$ cat src/rtl/qtt_pkg.sv
`timescale 1ns / 1ps

package qtt_pkg;

    localparam int POSITION_BITS = 24;
    localparam int LENGTH_BITS   = 16;
    localparam int CLS_W         = 5;
    localparam int KW_COUNT      = 13;

    typedef logic [CLS_W-1:0]         t_cls;
    typedef logic [POSITION_BITS-1:0] t_pos;
    typedef logic [LENGTH_BITS-1:0]   t_len;
    // First byte of a run sits in the top byte, unused bytes are zero.
    typedef logic [63:0]              t_prefix;

    localparam t_cls CLS_DOT    = 5'd13;
    localparam t_cls CLS_SEMI   = 5'd14;
    localparam t_cls CLS_LPAREN = 5'd15;
    localparam t_cls CLS_RPAREN = 5'd16;
    localparam t_cls CLS_LT     = 5'd17;
    localparam t_cls CLS_GT     = 5'd18;
    localparam t_cls CLS_LBRACE = 5'd19;
    localparam t_cls CLS_RBRACE = 5'd20;
    localparam t_cls CLS_COMMA  = 5'd21;
    localparam t_cls CLS_REGEX  = 5'd22;
    localparam t_cls CLS_NUMBER = 5'd23;
    localparam t_cls CLS_IDENT  = 5'd24;
    localparam t_cls CLS_UNTERM = 5'd25;

    localparam logic [7:0] CH_SLASH   = 8'h2F;
    localparam logic [7:0] CH_SPACE   = 8'h20;
    localparam logic [7:0] CH_TAB     = 8'h09;
    localparam logic [7:0] CH_NEWLINE = 8'h0A;
    localparam logic [7:0] CH_DOT     = 8'h2E;
    localparam logic [7:0] CH_SEMI    = 8'h3B;
    localparam logic [7:0] CH_LPAREN  = 8'h28;
    localparam logic [7:0] CH_RPAREN  = 8'h29;
    localparam logic [7:0] CH_LT      = 8'h3C;
    localparam logic [7:0] CH_GT      = 8'h3E;
    localparam logic [7:0] CH_LBRACE  = 8'h7B;
    localparam logic [7:0] CH_RBRACE  = 8'h7D;
    localparam logic [7:0] CH_COMMA   = 8'h2C;

    localparam t_prefix KW_TEXT [KW_COUNT] = '{
        {"create", 16'h0}, {"view", 32'h0}, {"as", 48'h0}, {"output", 16'h0},
        {"select", 16'h0}, {"from", 32'h0}, {"extract", 8'h0}, {"regex", 24'h0},
        {"on", 48'h0}, {"return", 16'h0}, {"group", 24'h0}, {"Token", 24'h0},
        {"pattern", 8'h0}
    };
    localparam logic [3:0] KW_LEN [KW_COUNT] = '{
        4'd6, 4'd4, 4'd2, 4'd6, 4'd6, 4'd4, 4'd7, 4'd5, 4'd2, 4'd6, 4'd5, 4'd5, 4'd7
    };

    typedef struct packed {
        t_cls cls;
        t_pos start;
        t_len len;
        t_pos line;
        logic last;
    } t_token;

    typedef struct packed {
        logic [1:0] count;
        t_token     tok0;
        t_token     tok1;
    } t_emit;

    function automatic logic is_digit(logic [7:0] b);
        return (b >= 8'h30) && (b <= 8'h39);
    endfunction

    function automatic logic is_alnum(logic [7:0] b);
        return is_digit(b) || ((b >= 8'h61) && (b <= 8'h7A)) ||
               ((b >= 8'h41) && (b <= 8'h5A));
    endfunction

    function automatic t_cls punct_class(logic [7:0] b);
        t_cls cls;
        case (b)
            CH_DOT:    cls = CLS_DOT;
            CH_SEMI:   cls = CLS_SEMI;
            CH_LPAREN: cls = CLS_LPAREN;
            CH_RPAREN: cls = CLS_RPAREN;
            CH_LT:     cls = CLS_LT;
            CH_GT:     cls = CLS_GT;
            CH_LBRACE: cls = CLS_LBRACE;
            CH_RBRACE: cls = CLS_RBRACE;
            CH_COMMA:  cls = CLS_COMMA;
            default:   cls = CLS_IDENT;
        endcase
        return cls;
    endfunction

    // A run longer than eight bytes never matches, since every keyword is shorter.
    function automatic t_cls run_class(t_prefix prefix, t_len len, logic digits);
        t_cls cls;
        cls = digits ? CLS_NUMBER : CLS_IDENT;
        for (int k = KW_COUNT - 1; k >= 0; k--) begin
            if ((len == LENGTH_BITS'(KW_LEN[k])) && (prefix == KW_TEXT[k])) begin
                cls = t_cls'(k);
            end
        end
        return cls;
    endfunction

    function automatic t_token mk_token(t_cls cls, t_pos start, t_len len, t_pos line);
        t_token tok;
        tok.cls   = cls;
        tok.start = start;
        tok.len   = len;
        tok.line  = line;
        tok.last  = 1'b0;
        return tok;
    endfunction

endpackage

$ cat src/rtl/query_text_tokenizer.sv
`timescale 1ns / 1ps
// Channel    Direction  tdata                                 tuser           tlast
// s_axis     in         [7:0] char_byte                       -               end_of_text
// m_axis     out        [23:0] start_offset, [39:24] length,  [4:0] class     last_of_byte
//                       [63:40] line_number
//
// A byte is registered, lexed combinationally and its tokens are loaded into the output stage.
// One byte per cycle is sustained while each byte gives at most one token and m_axis is ready;
// a byte that closes a run and makes its own token loads both tokens into the output stage.
// Synchronous active-low reset clears position to 0, line to 1 and all open runs.
// Backpressure on m_axis stalls the lexer at a byte that gives a token; it waits in the input register.

module query_text_tokenizer
    import qtt_pkg::*;
(
    input  logic        i_clk,
    input  logic        i_rst_n,
    input  logic        s_axis_tvalid,
    output logic        s_axis_tready,
    input  logic [7:0]  s_axis_tdata,   // [7:0] char_byte
    input  logic        s_axis_tlast,
    output logic        m_axis_tvalid,
    input  logic        m_axis_tready,
    output logic [63:0] m_axis_tdata,   // [23:0] start_offset, [39:24] token_length,
                                        // [63:40] line_number
    output logic [4:0]  m_axis_tuser,   // [4:0] token_class
    output logic        m_axis_tlast
);

    logic       in_valid;
    logic [7:0] in_byte;
    logic       in_eot;
    logic       take;
    logic       can_push;
    t_emit      emit;
    t_token     tok;

    // A byte that makes no token never waits for the output stage.
    assign take = in_valid && ((emit.count == 2'd0) || can_push);

    qtt_in_reg u_in_reg (
        .i_clk    (i_clk),
        .i_rst_n  (i_rst_n),
        .i_tvalid (s_axis_tvalid),
        .o_tready (s_axis_tready),
        .i_tdata  (s_axis_tdata),
        .i_tlast  (s_axis_tlast),
        .i_take   (take),
        .o_valid  (in_valid),
        .o_byte   (in_byte),
        .o_eot    (in_eot)
    );

    qtt_lexer u_lexer (
        .i_clk   (i_clk),
        .i_rst_n (i_rst_n),
        .i_go    (take),
        .i_byte  (in_byte),
        .i_eot   (in_eot),
        .o_emit  (emit)
    );

    qtt_out_stage u_out_stage (
        .i_clk      (i_clk),
        .i_rst_n    (i_rst_n),
        .i_push     (take && (emit.count != 2'd0)),
        .i_emit     (emit),
        .o_can_push (can_push),
        .o_tvalid   (m_axis_tvalid),
        .i_tready   (m_axis_tready),
        .o_tok      (tok)
    );

    assign m_axis_tdata = {tok.line, tok.len, tok.start};
    assign m_axis_tuser = tok.cls;
    assign m_axis_tlast = tok.last;

endmodule

$ cat src/rtl/qtt_in_reg.sv
`timescale 1ns / 1ps

module qtt_in_reg
    import qtt_pkg::*;
(
    input  logic       i_clk,
    input  logic       i_rst_n,
    input  logic       i_tvalid,
    output logic       o_tready,
    input  logic [7:0] i_tdata,
    input  logic       i_tlast,
    input  logic       i_take,
    output logic       o_valid,
    output logic [7:0] o_byte,
    output logic       o_eot
);

    logic       r_valid;
    logic [7:0] r_byte;
    logic       r_eot;

    // The held byte may be replaced in the same cycle that the lexer takes it.
    assign o_tready = !r_valid || i_take;

    always_ff @(posedge i_clk) begin
        if (!i_rst_n) begin
            r_valid <= 1'b0;
        end else if (o_tready) begin
            r_valid <= i_tvalid;
        end
        if (o_tready && i_tvalid) begin
            r_byte <= i_tdata;
            r_eot  <= i_tlast;
        end
    end

    assign o_valid = r_valid;
    assign o_byte  = r_byte;
    assign o_eot   = r_eot;

endmodule

$ cat src/rtl/qtt_lexer.sv
`timescale 1ns / 1ps

module qtt_lexer
    import qtt_pkg::*;
(
    input  logic       i_clk,
    input  logic       i_rst_n,
    input  logic       i_go,
    input  logic [7:0] i_byte,
    input  logic       i_eot,
    output t_emit      o_emit
);

    t_pos    r_pos, n_pos;
    t_pos    r_start, n_start;
    t_len    r_len, n_len;
    t_pos    r_line, n_line;
    t_prefix r_prefix, n_prefix;
    logic    r_digits, n_digits;
    logic    r_run, n_run;
    logic    r_regex, n_regex;

    t_pos    pos_next;
    t_len    len_inc;
    t_len    len_base;
    t_len    alnum_len;
    t_prefix alnum_prefix;
    logic    alnum_digits;
    logic    have_a, have_b;
    t_token  tok_a, tok_b;

    assign pos_next = r_pos + 1'b1;
    assign len_inc  = (r_len == '1) ? r_len : r_len + 1'b1;

    // A letter or digit either extends the open run or starts a new one.
    always_comb begin
        len_base     = r_run ? r_len : '0;
        alnum_prefix = r_run ? r_prefix : '0;
        alnum_digits = (r_run ? r_digits : 1'b1) & is_digit(i_byte);
        alnum_len    = (len_base == '1) ? len_base : len_base + 1'b1;
        if (len_base < LENGTH_BITS'(8)) begin
            alnum_prefix[{~len_base[2:0], 3'b000} +: 8] = i_byte;
        end
    end

    always_comb begin
        n_pos    = r_pos;
        n_start  = r_start;
        n_len    = r_len;
        n_line   = r_line;
        n_prefix = r_prefix;
        n_digits = r_digits;
        n_run    = r_run;
        n_regex  = r_regex;
        have_a   = 1'b0;
        have_b   = 1'b0;
        tok_a    = '0;
        tok_b    = '0;

        if (r_regex) begin
            if (i_byte == CH_SLASH) begin
                have_b  = 1'b1;
                tok_b   = mk_token(CLS_REGEX, r_start, r_len, r_line);
                n_regex = 1'b0;
            end else begin
                n_len = len_inc;
                if (i_eot) begin
                    have_b  = 1'b1;
                    tok_b   = mk_token(CLS_UNTERM, r_start, len_inc, r_line);
                    n_regex = 1'b0;
                end
            end
        end else if (is_alnum(i_byte)) begin
            n_start  = r_run ? r_start : r_pos;
            n_len    = alnum_len;
            n_prefix = alnum_prefix;
            n_digits = alnum_digits;
            n_run    = 1'b1;
            if (i_eot) begin
                have_b = 1'b1;
                tok_b  = mk_token(run_class(alnum_prefix, alnum_len, alnum_digits),
                                  n_start, alnum_len, r_line);
                n_run  = 1'b0;
            end
        end else begin
            // Any other byte closes an open run before its own token.
            if (r_run) begin
                have_a = 1'b1;
                tok_a  = mk_token(run_class(r_prefix, r_len, r_digits),
                                  r_start, r_len, r_line);
                n_run  = 1'b0;
            end
            if (i_byte == CH_SLASH) begin
                n_start = pos_next;
                n_len   = '0;
                n_regex = 1'b1;
                if (i_eot) begin
                    have_b  = 1'b1;
                    tok_b   = mk_token(CLS_UNTERM, pos_next, '0, r_line);
                    n_regex = 1'b0;
                end
            end else if ((i_byte == CH_SPACE) || (i_byte == CH_TAB)) begin
                n_line = r_line;
            end else if (i_byte == CH_NEWLINE) begin
                n_line = (r_line == '1) ? r_line : r_line + 1'b1;
            end else begin
                have_b = 1'b1;
                tok_b  = mk_token(punct_class(i_byte), r_pos, t_len'(1), r_line);
            end
        end

        if (i_eot) begin
            n_pos    = '0;
            n_start  = '0;
            n_len    = '0;
            n_line   = t_pos'(1);
            n_prefix = '0;
            n_digits = 1'b1;
            n_run    = 1'b0;
            n_regex  = 1'b0;
        end else begin
            n_pos = pos_next;
        end
    end

    always_comb begin
        o_emit.count     = {have_a & have_b, have_a ^ have_b};
        o_emit.tok0      = have_a ? tok_a : tok_b;
        o_emit.tok0.last = !(have_a && have_b);
        o_emit.tok1      = tok_b;
        o_emit.tok1.last = 1'b1;
    end

    always_ff @(posedge i_clk) begin
        if (!i_rst_n) begin
            r_pos    <= '0;
            r_start  <= '0;
            r_len    <= '0;
            r_line   <= t_pos'(1);
            r_prefix <= '0;
            r_digits <= 1'b1;
            r_run    <= 1'b0;
            r_regex  <= 1'b0;
        end else if (i_go) begin
            r_pos    <= n_pos;
            r_start  <= n_start;
            r_len    <= n_len;
            r_line   <= n_line;
            r_prefix <= n_prefix;
            r_digits <= n_digits;
            r_run    <= n_run;
            r_regex  <= n_regex;
        end
    end

`ifndef SYNTHESIS
    a_not_run_and_regex: assert property (@(posedge i_clk) disable iff (!i_rst_n)
        !(r_run && r_regex))
        else $error("run and regex open together");

    a_line_nonzero: assert property (@(posedge i_clk) disable iff (!i_rst_n)
        r_line != '0)
        else $error("line counter reached zero");

    a_eot_restarts: assert property (@(posedge i_clk) disable iff (!i_rst_n)
        (i_go && i_eot) |=> (r_pos == '0) && !r_run && !r_regex)
        else $error("end of text did not restart the lexer");
`endif

endmodule

$ cat src/rtl/qtt_out_stage.sv
`timescale 1ns / 1ps

module qtt_out_stage
    import qtt_pkg::*;
(
    input  logic   i_clk,
    input  logic   i_rst_n,
    input  logic   i_push,
    input  t_emit  i_emit,
    output logic   o_can_push,
    output logic   o_tvalid,
    input  logic   i_tready,
    output t_token o_tok
);

    logic [1:0] r_cnt;
    logic       r_sel;
    t_token     r_tok0;
    t_token     r_tok1;
    logic       pop;

    assign o_tvalid   = (r_cnt != 2'd0);
    assign pop        = o_tvalid && i_tready;
    assign o_can_push = (r_cnt == 2'd0) || ((r_cnt == 2'd1) && pop);
    assign o_tok      = r_sel ? r_tok1 : r_tok0;

    always_ff @(posedge i_clk) begin
        if (!i_rst_n) begin
            r_cnt <= 2'd0;
            r_sel <= 1'b0;
        end else if (i_push) begin
            r_cnt <= i_emit.count;
            r_sel <= 1'b0;
        end else if (pop) begin
            r_cnt <= r_cnt - 2'd1;
            r_sel <= (r_cnt == 2'd2);
        end
        if (i_push) begin
            r_tok0 <= i_emit.tok0;
            r_tok1 <= i_emit.tok1;
        end
    end

`ifndef SYNTHESIS
    a_cnt_range: assert property (@(posedge i_clk) disable iff (!i_rst_n)
        r_cnt != 2'd3)
        else $error("result count out of range");

    a_pair_starts_first: assert property (@(posedge i_clk) disable iff (!i_rst_n)
        (r_cnt == 2'd2) |-> !r_sel)
        else $error("second result shown before the first");

    a_pair_first_not_last: assert property (@(posedge i_clk) disable iff (!i_rst_n)
        (r_cnt == 2'd2) |-> !r_tok0.last)
        else $error("first of two results flagged as last");
`endif

endmodule
$ cat config.mk
export PLATFORM = sky130hd
export DESIGN_NAME = query_text_tokenizer
export DESIGN_NICKNAME = d
export VERILOG_FILES = /design/src/rtl/qtt_pkg.sv /design/src/rtl/query_text_tokenizer.sv /design/src/rtl/qtt_in_reg.sv /design/src/rtl/qtt_lexer.sv /design/src/rtl/qtt_out_stage.sv
export SDC_FILE = /design/constraint.sdc
export NUM_CORES = 1
export LEC_CHECK = 0
export BUFFER_PORTS_ARGS = -buffer_cell sky130_fd_sc_hd__buf_2
export CORE_ASPECT_RATIO = 1.75
export CORE_MARGIN = 3
export CORE_UTILIZATION = 25
export DETAILED_ROUTE_END_ITERATION = 8
export PLACE_DENSITY_LB_ADDON = 0.3
export SKIP_LAST_GASP = 1
export SLEW_MARGIN = 10
export SYNTH_ARGS = -nofsm -noshare
export SYNTH_HDL_FRONTEND = slang
export SYNTH_SLANG_ARGS = --single-unit
$ cat constraint.sdc
create_clock -name i_clk -period 13.23 [get_ports i_clk]
set_input_delay 1.323 -clock i_clk [delete_from_list [all_inputs] [get_ports i_clk]]
set_output_delay 1.323 -clock i_clk [all_outputs]
set_load 0.01 [all_outputs]
==> flow_summary_export.csv <==
group,metric,value,unit
clock_network,clockRootBuffer,"clkbuf_16",
global_route,gr-usage-all-layers,22.10,%
power_and_ir_drop,seq_power_share,48.0,%
critical_path,worstPathMaxFanout,47,
power_and_ir_drop,p_int,1605,µW
power_and_ir_drop,p_clk_share,37.4,%
floorplan,initial_core_util,25.21,%
global_route,grt_pass1_wl,135.0,mm
sta,min_period_over_period,44.79,%
yosys,synthesis.nets,2320,
critical_path,worstPathRequired,13660,ps
global_route,grt_pass1_vias,18774,
drt,vias_per_cell,5.767,
sta,setup_viol,0,
sta,finalHoldViolCount,0,
clock_network,cts_buffers,30,
floorplan,die_h,378.5,µm
clock_network,ctsHtreeMaxLevel,1,
cells_and_area,multi_input_area,11470,µm²
power_and_ir_drop,switchingPower,649.8,µW
critical_path,path_class,"reg2reg",
floorplan,num_rows,136,
clock_network,clockBufferDepth,3,
power_and_ir_drop,leakagePower,0.007274,µW
sta,slew_headroom,13.26,%
cells_and_area,final_cell_area,22290,µm²
placement,gp_congestion,1.093,
sta,slew_violations,0,
hold_path,min_path_type,"reg2reg",
clock_network,cts_tree,"built",
power_and_ir_drop,swShare,28.82,%
clock_network,clkSinkCount,307,
power_and_ir_drop,ir_drop,75.87,µV
placement,placedInstanceArea,21320,µm²
global_route,grt_max_degree,84,
sta,tightest_slew,1288,ps
sta,post-route-min-period,5926,ps
cells_and_area,layout_commonest_cell,"nand2_1",
critical_path,cp-end-kind,"flip-flop",
yosys,synth_edf_count,148,
outcome,status,"finished clean",
yosys,ys_types,90,
floorplan,io_pins,85,
drt,antenna_left,0,
global_route,antenna_found_initial,2,
yosys,synth_warnings,0,
sta,finalClockSkew,19.71,ps
floorplan,die_area,82820,µm²
job,max_cap_viol_count,0,
yosys,synthArstFlopShare,0,%
power_and_ir_drop,fin_total_pwr,2254,µW
yosys,netlist_area,19820,µm²
sta,setup_tns,0,ps
drt,routedWlPerCell,28.00,µm
cells_and_area,fillCellCount,8467,
drt,remaining_drc_errors,0,
floorplan,die_w,218.8,µm
yosys,synthCells,2290,
cells_and_area,drive_gt1_share,14.07,%
drt,vias,19307,
clock_network,cts_hold_buf,0,
cells_and_area,nets,2316,
global_route,grt_overflow,0,
clock_network,post_cts_buffers,0,
clock_network,insertion_delay,600,ps
sta,rsz0062_at_grt,"false",
floorplan,core_area,78620,µm²
yosys,ys_seq_area_share,38.49,%
power_and_ir_drop,comb_power_share,14.5,%
cells_and_area,syn_to_final_growth,12.48,%
yosys,avgSynthCellArea,8.654,µm²
drt,first_iter_violations,1604,
clock_network,cts_resized,0,
drt,firstDrtPassIters,6,
yosys,synthFlopType,"dfxtp_1",
sta,max_freq,168.8,MHz
drt,postRouteWirelength,93.73,mm
critical_path,start_kind,"flip-flop",
placement,io_buffer_count,84,
yosys,synth_seq_cells,307,
clock_network,clk_pin_slew,70,ps
critical_path,cp.arrival,6360,ps
cells_and_area,regArea,7635,µm²
placement,place_hpwl,70.20,mm
power_and_ir_drop,p_per_area,101.1,nW/µm²
cells_and_area,layout_common_cells,"nand2_1, nor2_1, dfxtp_1",
[worst max-delay path, stage by stage, from the launching register on]
cell,delay [ps]
dfxtp_4,340
buf_4,450
nand2_1,210
ha_1,530
nand2b_1,140
or3b_2,640
nor2_1,900
o21ai_0,770
a21boi_0,450
nand4_1,230
nor4_2,70
or3_1,370
or3_1,450
o21ai_1,190
[cell usage after synthesis (8+ instances only)]
master     number  share of area (%)
a2111oi_0      12               0.53
a211oi_1       10               0.38
a21boi_0       14               0.53
a21o_1         17               0.64
a21oi_1        85                2.1
a221o_1        18               0.91
a22oi_1        80                3.0
a31oi_1        33                1.0
a32oi_1        14               0.62
and2_1         87                2.7
and3_1         36                1.1
and4_1         13               0.57
buf_1          13               0.25
buf_2          13               0.33
clkbuf_1      139                2.6
dfxtp_1       159                 16
edfxtp_1      148                 22
ha_1           17                1.1
inv_1          29               0.55
mux2_2         91                5.2
mux2i_1        20                1.0
nand2_1       204                3.9
nand2b_1       12               0.38
nand3_1        92                2.3
nand3b_1       10               0.38
nand4_1        66                2.1
nor2_1        174                3.3
nor2b_1       100                3.2
nor3_1         68                1.7
nor3b_1         8               0.30
nor4_1         51                1.6
nor4b_1        12               0.53
nor4bb_1       10               0.51
o211ai_1       23               0.87
o21ai_0       126                3.2
o21ai_1        13               0.33
o221ai_1       11               0.49
o22ai_1        13               0.41
o31ai_1        14               0.53
o32ai_1        10               0.44
or2_2          15               0.47
or3_1          32                1.0
or4_1          12               0.45
xnor2_1        16               0.71
xor2_1         29                1.3
[logic make-up after synthesis]
| family | synth area share, % |
|---|---|
| simple gates | 28.55 |
| buf+inv | 4.097 |
| xor+xnor | 1.989 |
| compound gates | 19.62 |
| flops | 38.49 |
| fa+ha+maj | 1.073 |
| mux | 6.181 |
[through the flow]
stage	utilization, %	std cells	setup slack, ps	hold slack [ps]
final	28.35	3348	7304	490.1
after global routing	28.34	3345	6929	505.9
after CTS	28.32	3345	7397	491.7
after detailed placement	27.11	3289	7417	473.8
after global placement	27.11	3289	7522	470.0
after floorplan	-	2290	3858	453.9
[metal layers]
metal	track usage, %	wire (µm)	part of all wire (%)
met1	22.65	32320	34
met2	40.35	47430	51
met3	2.481	4623	4.9
met4	17.40	9334	10
met5	0	20	0.021
[sequential cells by signal, indices dropped and copies added (netlist names)]
| signal | cells |
|---|---|
| u_out_stage.r_sel | 1 |
| u_in_reg.o_byte | 8 |
| u_lexer.r_digits | 1 |
| u_lexer.r_regex | 1 |
| u_in_reg.o_valid | 1 |
| u_lexer.r_len | 16 |
| u_in_reg.o_eot | 1 |
| u_lexer.r_line | 24 |
| u_out_stage.r_tok0 | 70 |
| u_lexer.r_start | 24 |
| u_lexer.r_prefix | 64 |
| u_out_stage.r_cnt | 2 |
| u_out_stage.r_tok1 | 69 |
| u_lexer.r_pos | 24 |
| u_lexer.r_run | 1 |
[power by group through the flow]
| stage | Sequential, µW | Clock [µW] | Combinational [µW] |
|---|---|---|---|
| after floorplan | 1100 | 0 | 198 |
| after global placement | 1100 | 0 | 323 |
| after global routing | 1090 | 906 | 349 |
| after CTS | 1080 | 871 | 326 |
| final | 1080 | 844 | 327 |
| after detailed placement | 1100 | 0 | 324 |
[path summary, 6_finish.rpt]
path	startpoint	endpoint	slack, ps	cells past startpoint
max	u_lexer.r_run	u_out_stage.r_tok1[69]	7300	13
min	u_lexer.r_prefix[7]	u_lexer.r_prefix[7]	490	1
min reg2reg	u_lexer.r_prefix[7]	u_lexer.r_prefix[7]	490	1
max reg2reg	u_lexer.r_run	u_out_stage.r_tok1[69]	7300	13
[layout make-up]
type | count | share of cell area [%]
Inverter | 31 | 0.5220
Clock buffer | 46 | 3.912
Tap cell | 1035 | 5.810
Antenna cell | 3 | 0.03368
Sequential cell | 307 | 34.25
Multi-Input combinational cell | 1780 | 51.47
Timing Repair Buffer | 136 | 3.649
Clock inverter | 10 | 0.3480
(Power assumes the default switching activity.)
